<file path="src/design/pcc_pkg.sv">
// ----------------------------------------------------------------------------
// Pixel color converter package
// Shared pixel type, mode codes and fixed conversion constants.
// ----------------------------------------------------------------------------
package pcc_pkg;

  typedef logic [1:0] mode_t;

  localparam mode_t MODE_RGB2YCC = 2'd0;
  localparam mode_t MODE_YCC2RGB = 2'd1;
  localparam mode_t MODE_NEGATE  = 2'd2;
  localparam mode_t MODE_GRAY    = 2'd3;

  localparam mode_t MODE_RESET = MODE_RGB2YCC;

  typedef struct packed {
    logic [7:0] a;
    logic [7:0] b;
    logic [7:0] c;
  } pix_t;

  // Conversion coefficients in thousandths.
  localparam int MILLI_Y_R  = 299;
  localparam int MILLI_Y_G  = 587;
  localparam int MILLI_Y_B  = 114;
  localparam int MILLI_CB_R = 169;
  localparam int MILLI_CB_G = 331;
  localparam int MILLI_HALF = 500;
  localparam int MILLI_CR_G = 419;
  localparam int MILLI_CR_B = 81;
  localparam int MILLI_R_CR = 1400;
  localparam int MILLI_G_CB = 343;
  localparam int MILLI_G_CR = 711;
  localparam int MILLI_B_CB = 1765;
  localparam int MILLI_DIV  = 1000;

  localparam int CHROMA_OFS = 128;
  localparam int PIX_MAX    = 255;

  // Division of the channel sum by three: (sum * 683) >> 11 is exact up to 765.
  localparam int GSUM_W      = 10;
  localparam int GRAY_RECIP  = 683;
  localparam int GRAY_SHIFT  = 11;
  localparam int GPROD_W     = 21;

endpackage

</file>
<file path="src/design/pcc_in_if.sv">
// ----------------------------------------------------------------------------
// Pixel input channel
// Valid/ready channel carrying one three-channel source pixel.
// ----------------------------------------------------------------------------
interface pcc_in_if;
  logic       valid;
  logic       ready;
  logic [7:0] chan_a;
  logic [7:0] chan_b;
  logic [7:0] chan_c;

  modport source (output valid, output chan_a, output chan_b, output chan_c, input ready);
  modport sink   (input valid, input chan_a, input chan_b, input chan_c, output ready);
endinterface

</file>
<file path="src/design/pcc_out_if.sv">
// ----------------------------------------------------------------------------
// Pixel result channel
// Valid/ready channel carrying one three-channel converted pixel.
// ----------------------------------------------------------------------------
interface pcc_out_if;
  logic       valid;
  logic       ready;
  logic [7:0] out_a;
  logic [7:0] out_b;
  logic [7:0] out_c;

  modport source (output valid, output out_a, output out_b, output out_c, input ready);
  modport sink   (input valid, input out_a, input out_b, input out_c, output ready);
endinterface

</file>
<file path="src/design/pcc_cfg_if.sv">
// ----------------------------------------------------------------------------
// Mode configuration channel
// Valid/ready write channel carrying the mode register value.
// ----------------------------------------------------------------------------
interface pcc_cfg_if;
  logic       valid;
  logic       ready;
  logic [1:0] mode;

  modport source (output valid, output mode, input ready);
  modport sink   (input valid, input mode, output ready);
endinterface

</file>
<file path="src/design/pcc_mode_reg.sv">
// ----------------------------------------------------------------------------
// Mode register
// Holds the conversion mode, written by a transfer on the configuration channel.
// ----------------------------------------------------------------------------
module pcc_mode_reg (
  input  logic           clk,
  input  logic           rst_n,
  pcc_cfg_if.sink        cfg,
  output pcc_pkg::mode_t mode
);

  pcc_pkg::mode_t mode_r;
  pcc_pkg::mode_t mode_nxt;

  assign cfg.ready = 1'b1;

  always_comb begin
    mode_nxt = mode_r;
    if (cfg.valid) begin
      mode_nxt = cfg.mode;
    end
  end

  always_ff @(posedge clk) begin
    if (!rst_n) begin
      mode_r <= pcc_pkg::MODE_RESET;
    end else begin
      mode_r <= mode_nxt;
    end
  end

  assign mode = mode_r;

endmodule

</file>
<file path="src/design/pcc_datapath.sv">
// ----------------------------------------------------------------------------
// Conversion datapath
// Fixed-point color conversion, inversion and gray averaging of one pixel.
// ----------------------------------------------------------------------------
module pcc_datapath #(
  parameter int COEF_FRAC_BITS = 14
) (
  input  pcc_pkg::mode_t mode,
  input  pcc_pkg::pix_t  pix_in,
  output pcc_pkg::pix_t  pix_out
);

  localparam int F  = COEF_FRAC_BITS;
  localparam int SW = F + 12;

  localparam logic signed [SW-1:0] K_Y_R  =
    SW'(((longint'(pcc_pkg::MILLI_Y_R) << F) + 500) / pcc_pkg::MILLI_DIV);
  localparam logic signed [SW-1:0] K_Y_G  =
    SW'(((longint'(pcc_pkg::MILLI_Y_G) << F) + 500) / pcc_pkg::MILLI_DIV);
  localparam logic signed [SW-1:0] K_Y_B  =
    SW'(((longint'(pcc_pkg::MILLI_Y_B) << F) + 500) / pcc_pkg::MILLI_DIV);
  localparam logic signed [SW-1:0] K_CB_R =
    SW'(((longint'(pcc_pkg::MILLI_CB_R) << F) + 500) / pcc_pkg::MILLI_DIV);
  localparam logic signed [SW-1:0] K_CB_G =
    SW'(((longint'(pcc_pkg::MILLI_CB_G) << F) + 500) / pcc_pkg::MILLI_DIV);
  localparam logic signed [SW-1:0] K_HALF =
    SW'(((longint'(pcc_pkg::MILLI_HALF) << F) + 500) / pcc_pkg::MILLI_DIV);
  localparam logic signed [SW-1:0] K_CR_G =
    SW'(((longint'(pcc_pkg::MILLI_CR_G) << F) + 500) / pcc_pkg::MILLI_DIV);
  localparam logic signed [SW-1:0] K_CR_B =
    SW'(((longint'(pcc_pkg::MILLI_CR_B) << F) + 500) / pcc_pkg::MILLI_DIV);
  localparam logic signed [SW-1:0] K_R_CR =
    SW'(((longint'(pcc_pkg::MILLI_R_CR) << F) + 500) / pcc_pkg::MILLI_DIV);
  localparam logic signed [SW-1:0] K_G_CB =
    SW'(((longint'(pcc_pkg::MILLI_G_CB) << F) + 500) / pcc_pkg::MILLI_DIV);
  localparam logic signed [SW-1:0] K_G_CR =
    SW'(((longint'(pcc_pkg::MILLI_G_CR) << F) + 500) / pcc_pkg::MILLI_DIV);
  localparam logic signed [SW-1:0] K_B_CB =
    SW'(((longint'(pcc_pkg::MILLI_B_CB) << F) + 500) / pcc_pkg::MILLI_DIV);

  localparam logic signed [SW-1:0] FRAC_MASK = SW'((longint'(1) << F) - 1);
  localparam logic signed [SW-1:0] OFS_ZERO  = SW'(0);
  localparam logic signed [SW-1:0] OFS_CHR   = SW'(pcc_pkg::CHROMA_OFS);
  localparam logic signed [SW-1:0] VAL_MAX   = SW'(pcc_pkg::PIX_MAX);

  logic signed [SW-1:0] sa, sb, sc, sdb, sdc, sy;
  logic signed [SW-1:0] fwd0, fwd1, fwd2, inv0, inv1, inv2;
  logic [7:0]           fwd_a, fwd_b, fwd_c, inv_a, inv_b, inv_c;
  logic [pcc_pkg::GSUM_W-1:0]  gsum;
  logic [pcc_pkg::GPROD_W-1:0] gprod;
  logic [7:0]                  gray;

  // Truncates toward zero, adds the offset and saturates to 0..255.
  function automatic logic [7:0] trunc_clamp(input logic signed [SW-1:0] s,
                                             input logic signed [SW-1:0] ofs);
    logic signed [SW-1:0] t;
    logic [7:0]           r;
    if (s[SW-1]) begin
      t = (s + FRAC_MASK) >>> F;
    end else begin
      t = s >>> F;
    end
    t = t + ofs;
    if (t[SW-1]) begin
      r = 8'd0;
    end else if (t > VAL_MAX) begin
      r = 8'hFF;
    end else begin
      r = t[7:0];
    end
    return r;
  endfunction

  always_comb begin
    sa  = SW'(signed'({1'b0, pix_in.a}));
    sb  = SW'(signed'({1'b0, pix_in.b}));
    sc  = SW'(signed'({1'b0, pix_in.c}));
    sdb = sb - OFS_CHR;
    sdc = sc - OFS_CHR;
    sy  = sa <<< F;

    fwd0 = K_Y_R * sa + K_Y_G * sb + K_Y_B * sc;
    fwd1 = K_HALF * sc - K_CB_R * sa - K_CB_G * sb;
    fwd2 = K_HALF * sa - K_CR_G * sb - K_CR_B * sc;

    inv0 = sy + K_R_CR * sdc;
    inv1 = sy - K_G_CB * sdb - K_G_CR * sdc;
    inv2 = sy + K_B_CB * sdb;

    fwd_a = trunc_clamp(fwd0, OFS_ZERO);
    fwd_b = trunc_clamp(fwd1, OFS_CHR);
    fwd_c = trunc_clamp(fwd2, OFS_CHR);
    inv_a = trunc_clamp(inv0, OFS_ZERO);
    inv_b = trunc_clamp(inv1, OFS_ZERO);
    inv_c = trunc_clamp(inv2, OFS_ZERO);

    gsum  = pcc_pkg::GSUM_W'(pix_in.a) + pcc_pkg::GSUM_W'(pix_in.b)
          + pcc_pkg::GSUM_W'(pix_in.c);
    gprod = pcc_pkg::GPROD_W'(gsum) * pcc_pkg::GPROD_W'(pcc_pkg::GRAY_RECIP);
    gray  = gprod[pcc_pkg::GRAY_SHIFT +: 8];

    unique case (mode)
      pcc_pkg::MODE_RGB2YCC: pix_out = '{a: fwd_a, b: fwd_b, c: fwd_c};
      pcc_pkg::MODE_YCC2RGB: pix_out = '{a: inv_a, b: inv_b, c: inv_c};
      pcc_pkg::MODE_NEGATE:  pix_out = '{a: ~pix_in.a, b: ~pix_in.b, c: ~pix_in.c};
      pcc_pkg::MODE_GRAY:    pix_out = '{a: gray, b: gray, c: gray};
      default:               pix_out = '{a: gray, b: gray, c: gray};
    endcase
  end

endmodule

</file>
<file path="src/design/pixel_color_convert_top.sv">
// ----------------------------------------------------------------------------
// Pixel color converter
// Per-pixel RGB/YCbCr conversion, inversion and gray averaging.
// ----------------------------------------------------------------------------
// One pixel enters per cycle while the sink is ready. The pixel is captured
// in an input register at its input transfer, converted by fixed-point logic
// with COEF_FRAC_BITS fractional bits and held in a result register until
// the sink takes it. Throughput is one pixel per cycle as long as the sink
// is ready; a stalled result holds while one more pixel waits in the input
// register. The mode register applies to pixels in flight, so the user must
// write it only while no pixel is pending; the block does not enforce this.
module pixel_color_convert_top #(
  parameter int COEF_FRAC_BITS = 14
) (
  input  logic      clk,
  input  logic      rst_n,
  pcc_in_if.sink    in_pix,
  pcc_out_if.source out_pix,
  pcc_cfg_if.sink   cfg_wr
);

  pcc_pkg::mode_t mode;

  logic          s1_valid_r, s1_valid_nxt;
  pcc_pkg::pix_t s1_pix_r, s1_pix_nxt;
  logic          out_valid_r, out_valid_nxt;
  pcc_pkg::pix_t out_pix_r, out_pix_nxt;
  pcc_pkg::pix_t conv_pix;
  logic          out_load;
  logic          in_xfer;

  pcc_mode_reg u_mode_reg (
    .clk   (clk),
    .rst_n (rst_n),
    .cfg   (cfg_wr),
    .mode  (mode)
  );

  pcc_datapath #(
    .COEF_FRAC_BITS (COEF_FRAC_BITS)
  ) u_datapath (
    .mode    (mode),
    .pix_in  (s1_pix_r),
    .pix_out (conv_pix)
  );

  assign out_load     = s1_valid_r && (!out_valid_r || out_pix.ready);
  assign in_pix.ready = !s1_valid_r || out_load;
  assign in_xfer      = in_pix.valid && in_pix.ready;

  always_comb begin
    s1_valid_nxt  = s1_valid_r;
    s1_pix_nxt    = s1_pix_r;
    out_valid_nxt = out_valid_r;
    out_pix_nxt   = out_pix_r;
    if (in_xfer) begin
      s1_valid_nxt = 1'b1;
      s1_pix_nxt   = '{a: in_pix.chan_a, b: in_pix.chan_b, c: in_pix.chan_c};
    end else if (out_load) begin
      s1_valid_nxt = 1'b0;
    end
    if (out_load) begin
      out_valid_nxt = 1'b1;
      out_pix_nxt   = conv_pix;
    end else if (out_pix.ready) begin
      out_valid_nxt = 1'b0;
    end
  end

  always_ff @(posedge clk) begin
    if (!rst_n) begin
      s1_valid_r  <= 1'b0;
      out_valid_r <= 1'b0;
    end else begin
      s1_valid_r  <= s1_valid_nxt;
      out_valid_r <= out_valid_nxt;
    end
  end

  always_ff @(posedge clk) begin
    s1_pix_r  <= s1_pix_nxt;
    out_pix_r <= out_pix_nxt;
  end

  assign out_pix.valid = out_valid_r;
  assign out_pix.out_a = out_pix_r.a;
  assign out_pix.out_b = out_pix_r.b;
  assign out_pix.out_c = out_pix_r.c;

endmodule

</file>
<file path="src/flat_wrapper.sv">
// flat-port wrapper written by rule: the top's interface ports become plain ports
module pixel_color_convert_top_flat 
#(
  parameter int COEF_FRAC_BITS = 14
)
  (clk, rst_n, in_pix_valid, in_pix_chan_a, in_pix_chan_b, in_pix_chan_c, in_pix_ready, out_pix_valid, out_pix_out_a, out_pix_out_b, out_pix_out_c, out_pix_ready, cfg_wr_valid, cfg_wr_mode, cfg_wr_ready);
  pcc_in_if in_pix_i ();
  pcc_out_if out_pix_i ();
  pcc_cfg_if cfg_wr_i ();
  input  logic clk;
  input  logic rst_n;
  input wire logic [$bits(in_pix_i.valid)-1:0] in_pix_valid;
  input wire logic [$bits(in_pix_i.chan_a)-1:0] in_pix_chan_a;
  input wire logic [$bits(in_pix_i.chan_b)-1:0] in_pix_chan_b;
  input wire logic [$bits(in_pix_i.chan_c)-1:0] in_pix_chan_c;
  output wire logic [$bits(in_pix_i.ready)-1:0] in_pix_ready;
  output wire logic [$bits(out_pix_i.valid)-1:0] out_pix_valid;
  output wire logic [$bits(out_pix_i.out_a)-1:0] out_pix_out_a;
  output wire logic [$bits(out_pix_i.out_b)-1:0] out_pix_out_b;
  output wire logic [$bits(out_pix_i.out_c)-1:0] out_pix_out_c;
  input wire logic [$bits(out_pix_i.ready)-1:0] out_pix_ready;
  input wire logic [$bits(cfg_wr_i.valid)-1:0] cfg_wr_valid;
  input wire logic [$bits(cfg_wr_i.mode)-1:0] cfg_wr_mode;
  output wire logic [$bits(cfg_wr_i.ready)-1:0] cfg_wr_ready;
  assign in_pix_i.valid = in_pix_valid;
  assign in_pix_i.chan_a = in_pix_chan_a;
  assign in_pix_i.chan_b = in_pix_chan_b;
  assign in_pix_i.chan_c = in_pix_chan_c;
  assign in_pix_ready = in_pix_i.ready;
  assign out_pix_valid = out_pix_i.valid;
  assign out_pix_out_a = out_pix_i.out_a;
  assign out_pix_out_b = out_pix_i.out_b;
  assign out_pix_out_c = out_pix_i.out_c;
  assign out_pix_i.ready = out_pix_ready;
  assign cfg_wr_i.valid = cfg_wr_valid;
  assign cfg_wr_i.mode = cfg_wr_mode;
  assign cfg_wr_ready = cfg_wr_i.ready;
  pixel_color_convert_top #(.COEF_FRAC_BITS(COEF_FRAC_BITS)) u_core (.clk(clk), .rst_n(rst_n), .in_pix(in_pix_i), .out_pix(out_pix_i), .cfg_wr(cfg_wr_i));
endmodule
</file>
<file path="config.mk">
export PLATFORM = sky130hd
export DESIGN_NAME = pixel_color_convert_top_flat
export DESIGN_NICKNAME = d
export VERILOG_FILES = /design/src/design/pcc_pkg.sv /design/src/design/pcc_in_if.sv /design/src/design/pcc_out_if.sv /design/src/design/pcc_cfg_if.sv /design/src/design/pcc_mode_reg.sv /design/src/design/pcc_datapath.sv /design/src/design/pixel_color_convert_top.sv /design/src/flat_wrapper.sv
export SDC_FILE = /design/constraint.sdc
export NUM_CORES = 2
export LEC_CHECK = 0
export BUFFER_PORTS_ARGS = -buffer_cell sky130_fd_sc_hd__buf_2
export CORE_ASPECT_RATIO = 2
export CORE_MARGIN = 5
export CORE_UTILIZATION = 45
export DETAILED_ROUTE_END_ITERATION = 8
export GPL_TIMING_DRIVEN = 0
export HOLD_SLACK_MARGIN = 0.02
export SLEW_MARGIN = 5
export SYNTH_ARGS = -nofsm -noshare
export SYNTH_HDL_FRONTEND = slang
export SYNTH_SLANG_ARGS = --single-unit
</file>
<file path="constraint.sdc">
create_clock -name clk -period 15.9 [get_ports clk]
set_clock_uncertainty 0.2 [all_clocks]
set_input_delay 3.18 -clock clk [delete_from_list [all_inputs] [get_ports clk]]
set_output_delay 3.18 -clock clk [all_outputs]
set_load 0.02 [all_outputs]
</file>
==> summary.md <==
| Metric | Value |
|---|---|
| Status | `finished clean` |
| Crit-path max FO | `13` |
| Yosys warning total | `0` |
| Cell taking the most area after synthesis | `ha_1` |
| Vias in the first global route | `26,000` |
| Max transition margin | `11.0%` |
| CP Capture Type | `register` |
| Synth cell types | `97` |
| Startpoint Class | `register` |
| Max Transition Viols Final | `0` |
| Rows | `134` |
| Simple-Gate Fraction of Synth Area | `10.7%` |
| FMAX | `0.0772 GHz` |
| Synth Register Bits | `52` |
| Post-layout utilization of the core | `48.2%` |
| Most frequent cell after synthesis | `ha_1` |
| P&R area growth vs syn | `6.24%` |
| Sequential area share after synthesis | `5.03%` |
| Die area | `0.0729 mm²` |
| Die height | `377 µm` |
| WP buf/inv | `7` |
| First-pass GRT wire length | `142,000 µm` |
| CTS tree | `yes` |
| R2R setup slack | `2.94 ns` |
| CTS sink cnt | `52` |
| Starting Density | `45.4%` |
| Multi-input combinational cell area | `0.0260 mm²` |
| Post-Place Worst Slack | `3.16 ns` |
| Delay-heaviest family, CP | `adder cells` |
| Maximum root-to-sink buffer count | `2` |
| Filler cell count | `6,624` |
| Detailed Place HPWL | `80,900 µm` |
| Tcrit/Tclk final | `81.5%` |
| Antenna Cells | `0` |
| Post-synthesis async set-or-reset flop share | `0%` |
| Hold path cells | `1` |
| Placer congestion estimate | `0.962` |
| Worst min path class | `register to register` |
| Num CTS Buffers | `5` |
| CP Class | `register to register` |
| Synthesized-area fraction occupied by adder cells | `53.2%` |
| Post-synth net total | `4,501` |
| Post-synth EDFFs | `48` |
| Number of endpoints failing setup at the final stage | `0` |
| Chip width | `193 µm` |
| Worst hold path startpoint | `u_core.s1_valid_r$_SDFFE_PN0P_` |
| Mapped Avg Cell Area | `8.92 µm²` |
| Most frequent CP cell | `fa_1` |
| PortBufs | `56` |
| Largest family of logic cells by synthesized area | `adder cells` |
| Req. time, crit path | `15.75 ns` |
| IO Pins | `58` |
| GRT Overall Usage | `25.1%` |
| Largest stage delay, worst path | `0.87 ns` |
| Critical path arrival | `12.81 ns` |
| RSZ-0062 raised after global routing | `no` |
| Final worst setup slack | `2.94 ns` |
| Uppermost routed layer | `met4` |
| Drt wl/cell | `21.2 µm` |
| Post-route ant nets | `0` |
| Post-route DRC | `0` |
| Met3 routed WL | `2920 µm` |
| Post-Synth XOR/XNOR Area | `6.67%` |
| Worst path slowest cell | `clkbuf_1` |
| Worst skew pair latency | `0.31 ns` |
| Worst-margin pin slew | `1.34 ns` |
| Vias | `24,500` |
| R2r worst-path depth | `37` |
| WL final | `92,500 µm` |
| Synth area leaders | `ha_1, fa_1, inv_1` |
| Post-CTS setup buffers | `0` |
| Routed met1 length | `30,900 µm` |
| Mux share of post-synthesis cell area | `0.492%` |
| Fin. Hold Viols | `0` |
| # hold bufs at CTS | `0` |
| Compound-gate portion of the synthesized area | `14.7%` |
| Met2 WL | `49,900 µm` |
| Layout cells sized above 1 | `4.44%` |
| Grt total ovfl | `0` |
| Final-stage net count | `4,578` |
| Vias/cell | `5.62` |
| Post-CTS Resized | `0` |
| DR pass1 iterations | `5` |
| Max-cap violations | `0` |
| Tmin final | `12.96 ns` |
| H-tree level count | `2` |
| RR Startpoint | `u_core.s1_pix_r[15]$_DFFE_PP_` |
| Setup TNS | `0 ns` |
| Core ar. | `0.0667 mm²` |
| Largest net degree at the start of global routing | `28` |
| Commonest cells in the netlist | `ha_1, inv_1, fa_1, a21oi_1` |
| Initial antenna violation count | `0` |
| Root buf cell | `clkbuf_16` |
| Main synth FF type | `edfxtp_1` |
| Synthesized instance count | `3,393` |
| Worst Hold Path EP | `u_core.out_pix.valid$_SDFFE_PN0P_` |
| Register area | `0.00152 mm²` |
| Starting DRT DRC Count | `1,123` |
| Synthesized area | `0.0303 mm²` |
| Clock transition at path regs | `0.08 ns` |
| FF-to-FF End | `u_core.out_pix.out_b[2]$_DFFE_PP_` |
| Share of the synthesized area in the top cell type | `30.0%` |
-- sequential cells by signal (all words and copies together) (netlist names) --
signal,count
u_core.out_pix.out_a,8
u_core.out_pix.out_b,8
u_core.out_pix.out_c,8
u_core.out_pix.valid,1
u_core.s1_pix_r,24
u_core.s1_valid_r,1
u_core.u_mode_reg.mode,2
-- cells in the final DEF (no fill, tap or decap), types with 71 or more instances in the layout --
| cell | Yosys | final |
|---|---|---|
| xnor2_1 | 145 | 145 |
| a21o_1 | 71 | 71 |
| a21oi_1 | 185 | 185 |
| xor2_1 | 82 | 82 |
| inv_1 | 713 | 712 |
| nand2_1 | 125 | 125 |
| nor2_1 | 145 | 145 |
| ha_1 | 726 | 726 |
| o21ai_0 | 110 | 110 |
| fa_1 | 351 | 351 |
-- logic make-up (layout without fill, tap and decap cells) --
logic type / after synthesis / count (layout)
other: 1 / 1
multiplexers: 14 / 14
XOR/XNOR: 229 / 229
buffers and inverters: 736 / 814
AND/OR/NAND/NOR: 624 / 624
flip-flops: 52 / 52
AO/OA/AOI/OAI: 660 / 660
adder cells (fa/ha/maj): 1077 / 1077
-- worst register-to-register path: cells and delay by family, from the launching register on --
family	cells	cell delay, ns
XOR/XNOR	3	0.78
AND/OR/NAND/NOR	4	1.03
AO/OA/AOI/OAI	13	3.42
buffers and inverters	7	1.94
flip-flops	1	0.42
adder cells (fa/ha/maj)	10	4.91
-- through the flow --
stage               std cells  hold slack [ns]  instance area [µm²]
CTS                      4354            0.329                32100
finish                   4355            0.323                32200
floorplan                3393            0.277                30300
global placement         4333            0.312                31700
detailed placement       4346            0.311                32000
global route             4355            0.351                32200
-- how the worst max path moves through the flow --
stage | start | end | cells past startpoint | slack [ns]
after global routing | u_core.s1_pix_r[15]$_DFFE_PP_ | u_core.out_pix.out_b[2]$_DFFE_PP_ | 37 | 2.47
after CTS | u_core.s1_pix_r[15]$_DFFE_PP_ | u_core.out_pix.out_b[2]$_DFFE_PP_ | 37 | 3.06
final | u_core.s1_pix_r[15]$_DFFE_PP_ | u_core.out_pix.out_b[2]$_DFFE_PP_ | 37 | 2.94
after floorplan | u_core.s1_pix_r[9]$_DFFE_PP_ | u_core.out_pix.out_b[2]$_DFFE_PP_ | 40 | 5.16
after detailed placement | u_core.s1_pix_r[15]$_DFFE_PP_ | u_core.out_pix.out_b[2]$_DFFE_PP_ | 37 | 3.16
after global placement | u_core.s1_pix_r[9]$_DFFE_PP_ | u_core.out_pix.out_b[2]$_DFFE_PP_ | 40 | 2.23
-- routing by layer --
layer	global-route usage, %	up-vias
met5	0	-
met4	18.2	0
met3	1.88	256
met2	49.6	569
met1	24.0	12000
li1	-	11700
-- final cells by class --
| cell class | instances | area share [%] |
|---|---|---|
| Multi-Input combinational cell | 2605 | 80.8 |
| Buffer | 23 | 0.307 |
| Tap cell | 884 | 3.44 |
| Sequential cell | 52 | 4.73 |
| Clock buffer | 5 | 0.389 |
| Inverter | 713 | 8.32 |
| Timing Repair Buffer | 70 | 1.95 |
| Clock inverter | 3 | 0.0817 |
Power is left out: the tool's default activity adds up to more than one toggle a clock period on the data nets, which glitch-free logic cannot reach.
